--- config.mk ---
export PLATFORM = sky130hd
export DESIGN_NAME = sorted_priority_queue_core
export DESIGN_NICKNAME = d
export VERILOG_FILES = /design/src/hw/rtl/spq_pkg.sv /design/src/hw/rtl/spq_cell.sv /design/src/hw/rtl/sorted_priority_queue_core.sv
export SDC_FILE = /design/constraint.sdc
export NUM_CORES = 2
export LEC_CHECK = 0
export ABC_AREA = 1
export BUFFER_PORTS_ARGS = -buffer_cell sky130_fd_sc_hd__buf_4
export CORE_UTILIZATION = 30
export CTS_CLUSTER_DIAMETER = 60
export DETAILED_ROUTE_END_ITERATION = 10
export MAX_ROUTING_LAYER = met4
export PLACE_DENSITY = 0.42
export SETUP_SLACK_MARGIN = 0.1
export SLEW_MARGIN = 20
export SYNTH_ARGS = -nofsm -noshare
export SYNTH_HDL_FRONTEND = slang
export SYNTH_SLANG_ARGS = --single-unit
--- constraint.sdc ---
create_clock -name clock -period 10.45 [get_ports clock]
set_input_delay 1.045 -clock clock [delete_from_list [all_inputs] [get_ports clock]]
set_output_delay 1.045 -clock clock [all_outputs]
set_load 0.005 [all_outputs]
--- src/hw/rtl/spq_pkg.sv ---
// ----------------------------------------------------------------------------
// spq_pkg
// Types, codes and sizes shared by the sorted priority queue files.
// ----------------------------------------------------------------------------
package spq_pkg;

   // Number of entries the queue holds.
   localparam int DEPTH = 16;
   // Width of a count that can hold DEPTH itself.
   localparam int CNT_W = $clog2(DEPTH + 1);

   localparam int VALUE_W = 32;
   localparam int PRIO_W  = 8;

   // Input item commands.
   typedef enum logic [0:0] {
      CMD_ENQUEUE = 1'b0,
      CMD_DEQUEUE = 1'b1
   } command_type;

   // Result status codes.
   typedef enum logic [1:0] {
      STATUS_DONE  = 2'd0,
      STATUS_FULL  = 2'd1,
      STATUS_EMPTY = 2'd2
   } status_type;

   // One stored entry.
   typedef struct packed {
      logic signed [VALUE_W-1:0] value;
      logic [PRIO_W-1:0]         prio;
   } entry_type;

   // Control broadcast to every cell of the row.
   typedef struct packed {
      logic      insert;
      logic      remove;
      entry_type new_entry;
   } cell_ctrl_type;

endpackage

--- src/hw/rtl/spq_cell.sv ---
// ----------------------------------------------------------------------------
// spq_cell
// One slot of the sorted row: holds an entry, compares it with the broadcast
// priority and takes its own, the new or a neighbor's entry each cycle.
// ----------------------------------------------------------------------------
module spq_cell (
   input  logic                   clock,
   input  spq_pkg::cell_ctrl_type ctrl,
   input  logic                   occupied,
   input  logic                   left_le,
   input  spq_pkg::entry_type     left_entry,
   input  spq_pkg::entry_type     right_entry,
   output logic                   le,
   output spq_pkg::entry_type     entry
);
   import spq_pkg::*;

   entry_type entry_ff;
   entry_type entry_in;

   // This slot stays ahead of a new entry when it is occupied and holds an equal or lower priority.
   assign le = occupied && (entry_ff.prio <= ctrl.new_entry.prio);

   // Insert shifts toward the tail behind the insertion point; remove shifts
   // toward the head.
   always_comb begin
      entry_in = entry_ff;
      if (ctrl.insert) begin
         if (!le) begin
            if (left_le) begin
               entry_in = ctrl.new_entry;
            end else begin
               entry_in = left_entry;
            end
         end
      end else if (ctrl.remove) begin
         entry_in = right_entry;
      end
   end

   always_ff @(posedge clock) begin
      entry_ff <= entry_in;
   end

   assign entry = entry_ff;

endmodule

--- src/hw/rtl/sorted_priority_queue_core.sv ---
// ----------------------------------------------------------------------------
// sorted_priority_queue_core
// Bounded priority queue kept sorted in a row of compare-and-shift cells.
// ----------------------------------------------------------------------------
// The queue accepts one enqueue or dequeue item every cycle and delivers its
// result through an output register; an item is taken while an earlier
// result waits, as long as that result is taken in the same cycle.
// The rate is set by the cell row: every cell compares its priority with the
// broadcast new priority and shifts together, so the next item sees the
// updated order at once. Entries with equal priority leave in arrival order.
// No clearing pass follows reset; only the fill count and result valid clear.
module sorted_priority_queue_core (
   input  logic                        clock,
   input  logic                        reset,
   input  logic                        req_valid,
   output logic                        req_ready,
   input  logic [0:0]                  req_command,
   input  logic signed [31:0]          req_element,
   input  logic [7:0]                  req_priority_req,
   output logic                        rsp_valid,
   input  logic                        rsp_ready,
   output logic signed [31:0]          rsp_removed_element,
   output logic [1:0]                  rsp_status,
   output logic [spq_pkg::CNT_W-1:0]   rsp_occupancy
);
   import spq_pkg::*;

   logic [CNT_W-1:0]   count_ff;
   logic [CNT_W-1:0]   count_in;
   logic               rsp_valid_ff;
   logic               rsp_valid_in;
   logic signed [31:0] rsp_removed_ff;
   logic [1:0]         rsp_status_ff;
   logic [CNT_W-1:0]   rsp_occ_ff;
   logic signed [31:0] removed_in;
   status_type         status_in;

   logic               accept;
   logic               full;
   logic               empty;
   cell_ctrl_type      ctrl;

   logic [DEPTH-1:0]   occupied;
   logic [DEPTH-1:0]   le;
   logic [DEPTH:0]     le_chain;
   entry_type          entries     [DEPTH];
   entry_type          left_entry  [DEPTH];
   entry_type          right_entry [DEPTH];

   // Handshake: the output register frees itself when its result is taken.
   assign req_ready = !rsp_valid_ff || rsp_ready;
   assign accept    = req_valid && req_ready;
   assign full      = (count_ff == CNT_W'(DEPTH));
   assign empty     = (count_ff == '0);

   // Control broadcast to the row.
   always_comb begin
      ctrl.insert          = accept && (req_command == CMD_ENQUEUE) && !full;
      ctrl.remove          = accept && (req_command == CMD_DEQUEUE) && !empty;
      ctrl.new_entry.value = req_element;
      ctrl.new_entry.prio  = req_priority_req;
   end

   // The slot ahead of the head counts as lower or equal so slot 0 can take the new entry.
   assign le_chain[0] = 1'b1;

   // Row of cells with neighbor links.
   for (genvar k = 0; k < DEPTH; k++) begin : g_cell
      assign occupied[k]  = (CNT_W'(k) < count_ff);
      assign le_chain[k+1] = le[k];
      if (k == 0) begin : g_first
         assign left_entry[k] = ctrl.new_entry;
      end else begin : g_mid
         assign left_entry[k] = entries[k-1];
      end
      if (k == DEPTH - 1) begin : g_last
         assign right_entry[k] = entries[k];
      end else begin : g_body
         assign right_entry[k] = entries[k+1];
      end

      spq_cell u_cell (
         .clock       (clock),
         .ctrl        (ctrl),
         .occupied    (occupied[k]),
         .left_le     (le_chain[k]),
         .left_entry  (left_entry[k]),
         .right_entry (right_entry[k]),
         .le          (le[k]),
         .entry       (entries[k])
      );
   end

   // Fill count and result of the accepted item.
   always_comb begin
      count_in   = count_ff;
      removed_in = '0;
      status_in  = STATUS_DONE;
      if (ctrl.insert) begin
         count_in = count_ff + CNT_W'(1);
      end else if (ctrl.remove) begin
         count_in   = count_ff - CNT_W'(1);
         removed_in = entries[0].value;
      end else if (req_command == CMD_ENQUEUE) begin
         status_in = STATUS_FULL;
      end else begin
         status_in = STATUS_EMPTY;
      end
      rsp_valid_in = rsp_valid_ff && !rsp_ready;
      if (accept) begin
         rsp_valid_in = 1'b1;
      end
   end

   always_ff @(posedge clock) begin
      if (reset) begin
         count_ff     <= '0;
         rsp_valid_ff <= 1'b0;
      end else begin
         if (accept) begin
            count_ff <= count_in;
         end
         rsp_valid_ff <= rsp_valid_in;
      end
   end

   // Result payload, loaded with each accepted item.
   always_ff @(posedge clock) begin
      if (accept) begin
         rsp_removed_ff <= removed_in;
         rsp_status_ff  <= status_in;
         rsp_occ_ff     <= count_in;
      end
   end

   assign rsp_valid           = rsp_valid_ff;
   assign rsp_removed_element = rsp_removed_ff;
   assign rsp_status          = rsp_status_ff;
   assign rsp_occupancy       = rsp_occ_ff;

endmodule

After elaboration in Yosys (flattened, before gate mapping)
Cells that the tools add are included.
- add/subtract/negate cells: 2
- order comparisons: 32
- equal/unequal tests: 16
- multiplexer cells: 64
- bitwise gates (word level): 3
- reductions and logical operators: 47
- operators with widths (cell ; number):
    $mux W40 ; 60
    $le A8 B8 Y1 ; 16
    $lt A4 B5 Y1 const A ; 8
    $reduce_and A2 Y1 ; 16
    $ne A2 B2 Y1 const B ; 15
    $logic_and A1 B1 Y1 ; 22
    $lt A3 B5 Y1 const A ; 4
    $lt A1 B5 Y1 const A ; 2
    $lt A2 B5 Y1 const A ; 2
    $mux W5 ; 2
    $add A5 B1 Y5 const B ; 1
    $eq A5 B5 Y1 const B ; 1
    $logic_not A5 Y1 ; 1
    $sub A5 B1 Y5 const B ; 1
    $logic_not A1 Y1 ; 4
    $reduce_or A2 Y1 ; 2
    $not A1 Y1 ; 3
    $mux W2 ; 1
    $reduce_bool A2 Y1 ; 1
    $logic_or A1 B1 Y1 ; 1
    $mux W1 ; 1
- register bits after elaboration: 685

Depth between registers and ports, before layout
- depth after elaboration: 7
- depth in mapped cells: 16
- gate-level depth less buffers: 15

Cells and area by module
Synthesis repeated with hierarchy kept, for this count alone.
- cells, all modules: 4358
- area total of the unflattened synthesis: 38301.7 µm²
- modules (own cells, without submodules) (module ; instances ; cells each ; area each (µm²)):
    spq_cell ; 16 ; 259 ; 2262.2
    sorted_priority_queue_core ; 1 ; 214 ; 2107.0

Worst setup path after synthesis
OpenSTA, ideal clock, no wires.
- path kind: input -> register
- from: input rsp_ready
- to: register g_cell[15].u_cell.entry_ff, in the netlist g_cell[15].u_cell.entry[0], enable pin
- setup time: 0.451 ns
- data arrival time: 4.767 ns
- required time: 9.999 ns
- path slack: 5.233 ns
- stages: 8
- buffers on the path: 2
- path through: inv_1 nand2_1 nand2_1 inv_1 nand3_2 buf_2 buf_1 a21oi_1
- cells in the longest elaborated chain, start to end: 5
- RTL lines (element ; line ; text):
    start, declared ; sorted_priority_queue_core.sv:21 ; input logic rsp_ready,
    $logic_or A1 B1 Y1 ; sorted_priority_queue_core.sv:51 ; assign req_ready = !rsp_valid_ff || rsp_ready;
    via req_ready ; sorted_priority_queue_core.sv:16 ; output logic req_ready,
    $logic_and A1 B1 Y1 ; sorted_priority_queue_core.sv:52 ; assign accept = req_valid && req_ready;
    via accept ; sorted_priority_queue_core.sv:38 ; logic accept;
    $logic_and A1 B1 Y1 (2 in series) ; sorted_priority_queue_core.sv:58 ; ctrl.insert = accept && (req_command == CMD_ENQUEUE) && !full;
    $reduce_and A2 Y1 (no line) ; - ;
    end signal, assigned ; spq_cell.sv:42 ; entry_ff <= entry_in;
    end, declared ; spq_cell.sv:18 ; entry_type entry_ff;
The timed path passes the listed nets, and every way through them passes these cells.
A chain may end at the register's enable or synchronous reset.

Worst setup path in the final report
- from: input rsp_ready
- to: register g_cell[8].u_cell.entry_ff, in the netlist g_cell[8].u_cell.entry[3], enable pin
- cells in the longest elaborated chain, start to end: 6
- elaborated cells between the ends (all ways): 9
- RTL lines (element ; line):
    $logic_or A1 B1 Y1 * ; sorted_priority_queue_core.sv:51
    $logic_and A1 B1 Y1 * ; sorted_priority_queue_core.sv:52
    via accept ; sorted_priority_queue_core.sv:38
    $logic_and A1 B1 Y1, on equally long branches (2 in series) ; sorted_priority_queue_core.sv:58, sorted_priority_queue_core.sv:59
    $ne A2 B2 Y1 (no line) / $reduce_bool A2 Y1 (equally long branches) ; -
    $reduce_and A2 Y1 (no line) * ; -
    end signal, assigned ; spq_cell.sv:42
    end, declared ; spq_cell.sv:18
The timed path passes the listed nets; every way through them passes the cells marked *.

==> flow_summary.yaml <==
floorplan:
  die_h_um: 362
  fp-row-count: 131
  fp.dieArea_sq_mm: 0.131
  ios: 86
  die_x_um: 362
  start_util_pct: 30.3
  coreArea_sq_mm: 0.128
clock_network:
  cts-hold-fix-buffers: 0
  post-cts-setup-buffers: 0
  root_buffer: "clkbuf_16"
  cts.path.max_buffers: 3
  worst_skew_pair.late_latency_ns: 0.69
  cts_tree: "done"
  clk_pin_slew_ns: 0.06
  cts.sinks: 685
  cts-resized-gates: 0
  htree_levels: 3
  cts_buffers: 94
worst_setup_path:
  cp_max_fo: 44
  reg2reg_to: "g_cell[8].u_cell.entry[3]"
  regToRegSetupSlack_ns: 5.21
  crit_type: "in -> reg"
  critical_path.startpoint_type: "primary input"
  crit-reg2reg-launch: "rsp_valid"
  reg2reg_depth: 10
  cp.arrival_ns: 5.72
  cp_data_required_time_ns: 10.78
  critPathCaptureType: "flop"
grt:
  grt_pass1_wl_um: 193000
  antenna_found_initial: 1
  grt_usage_pct: 19.8
  grt_pass1_vias: 30000
  grt_overflow: 0
  grt_start_max_net_pins: 195
placed_design:
  dpl_worst_slack_ns: 4.15
  io_buffers: 85
  hpwlAfterDp_um: 82200
  placed_area_sq_mm: 0.0411
  gp_congestion: 0.826
  dp_cells: 6736
routing:
  wl_um: 126000
  viasPerCell: 4.43
  wl_per_cell_um: 18.2
  drc: 0
  firstDrtPassIters: 6
  vias: 30600
  drtIter0Drc: 2376
  ant_nets: 0
layout:
  seqCellArea_sq_mm: 0.0205
  fin_nets: 5280
  final_common_cell: "nand2_1"
  drive_gt1_share_pct: 6.76
  final_cell_mix: "nand2_1, edfxtp_1, inv_1"
  syn2layout_area_growth_pct: 14.0
  diodes: 0
  fin_area_sq_mm: 0.0443
  multiInputGateArea_sq_mm: 0.0150
  fillCellCount: 13700
  fin_cells: 6908
pwr:
  ir_worst_vdd_mv: 0.136
  p_per_area_mw_per_mm2: 206
  p_leak_nw: 24.8
synthesis:
  yosysTopAreaCell: "edfxtp_1"
  netlist_area_sq_mm: 0.0388
  synth_top_area_share_pct: 52.5
  synthArstFlopShare_pct: 0
  avgSynthCellArea_sq_um: 7.60
  ys_seq_area_share_pct: 52.8
  synthCells: 5107
  synth_area_leaders: "edfxtp_1, nand2_1, inv_1"
  synth.ff_latch_count: 685
  ys_types: 27
  synth_edf_count: 679
  syn-num-nets: 5284
  synth_warnings: 0
  ys.flop_type: "edfxtp_1"
worst_hold_path:
  min_from: "g_cell[15].u_cell.entry[8]"
  worstHoldEndpoint: "g_cell[14].u_cell.entry[8]"
  hold_path_class: "reg -> reg"
  holdPathStages: 2
timing:
  clock_skew_ns: 0.0306
  timing.final.ws_setup_ns: 5.05
  slew_viol_final: 0
  fin_crit_sh_pct: 51.7
  slew_headroom_pct: 29.3
  grt_setup_unrepaired: "no"
  max_freq_mhz: 185
  tightest_slew_ns: 1.06
  hold_viol: 0
  finalSetupViolCount: 0
  period_needed_ns: 5.40
  fin_setup_tns_ns: 0
outcome:
  status: "finished, final reports clean"
run:
  drv_cap: 0
report_power, final:
part / internal, mW / switching (mW) / total [mW]
registers: 3.64 / 0.233 / 3.87
logic: 0.564 / 1.36 / 1.93
clock network: 2.02 / 1.29 / 3.31
total: 6.22 / 2.89 / 9.11
worst max path at each step:
stage / start / end / slack (ns) / depth (start not counted)
detailed placement: rsp_ready / g_cell[8].u_cell.entry[0] / 4.15 / 12
floorplan: rsp_ready / g_cell[15].u_cell.entry[0] / 5.23 / 8
finish: rsp_ready / g_cell[8].u_cell.entry[3] / 5.05 / 12
global placement: rsp_ready / g_cell[8].u_cell.entry[0] / 4.20 / 12
global route: rsp_ready / g_cell[8].u_cell.entry[3] / 4.58 / 12
CTS: rsp_ready / g_cell[8].u_cell.entry[3] / 4.88 / 12
worst max-delay path, cell delays in order:
cell	delay (ns)
buf_4	0.07
inv_1	0.03
nand2_1	0.08
nand2_1	0.09
inv_2	0.66
nand3_4	0.71
inv_4	0.64
buf_4	0.57
nand2_2	0.44
buf_4	0.44
nand2_2	0.41
buf_4	0.43
synth_stat cells (all sizes together), types with 2 or more instances:
cell type	n
o211ai	2
a21o	14
nor2	90
a21oi	42
dfxtp	6
nand2	3142
buf	114
inv	636
xor2	3
nand3	47
clkbuf	129
o21ai	53
ha	132
nand4	15
edfxtp	679
through the flow:
step                utilization, %  power, mW  hold WS, ns
finish                        34.6       9.11        0.522
global route                  34.6       9.63        0.538
CTS                           34.6       9.22        0.516
detailed placement            32.1       5.86        0.504
global placement              32.1       5.85        0.503
floorplan                        -       5.16        0.494
flip-flops by register name, indices dropped and copies added (netlist names):
register             cells
g_cell.u_cell.entry    640
rsp_occupancy            5
rsp_valid                1
rsp_removed_element     32
rsp_status               2
count_ff                 5
per-layer routing:
layer | track usage [%] | vias up | part of all wire [%]
li1 | - | 15600 | -
met1 | 29.3 | 14200 | 52
met2 | 28.5 | 654 | 41
met3 | 2.43 | 121 | 4.8
met4 | 4.95 | 0 | 1.9
met5 | - | - | 0
cell type report:
cell class / count / share of cell area (%)
clock buffer: 126 / 5.82
multi-input combinational: 3543 / 33.8
clock inverter: 46 / 1.25
tap: 1729 / 4.89
sequential: 685 / 46.3
timing repair buffer: 143 / 2.48
inverter: 636 / 5.40
cell families after synthesis:
family | share of synthesized area [%]
xor gates and xnor gates | 0.0677
AOI/OAI and AO/OA | 1.58
adders and majority gates | 4.25
and+or+nand+nor | 32.3
DFF | 52.8
buffers and inverters | 8.94
Note: power is estimated with default switching activity, not from simulation.
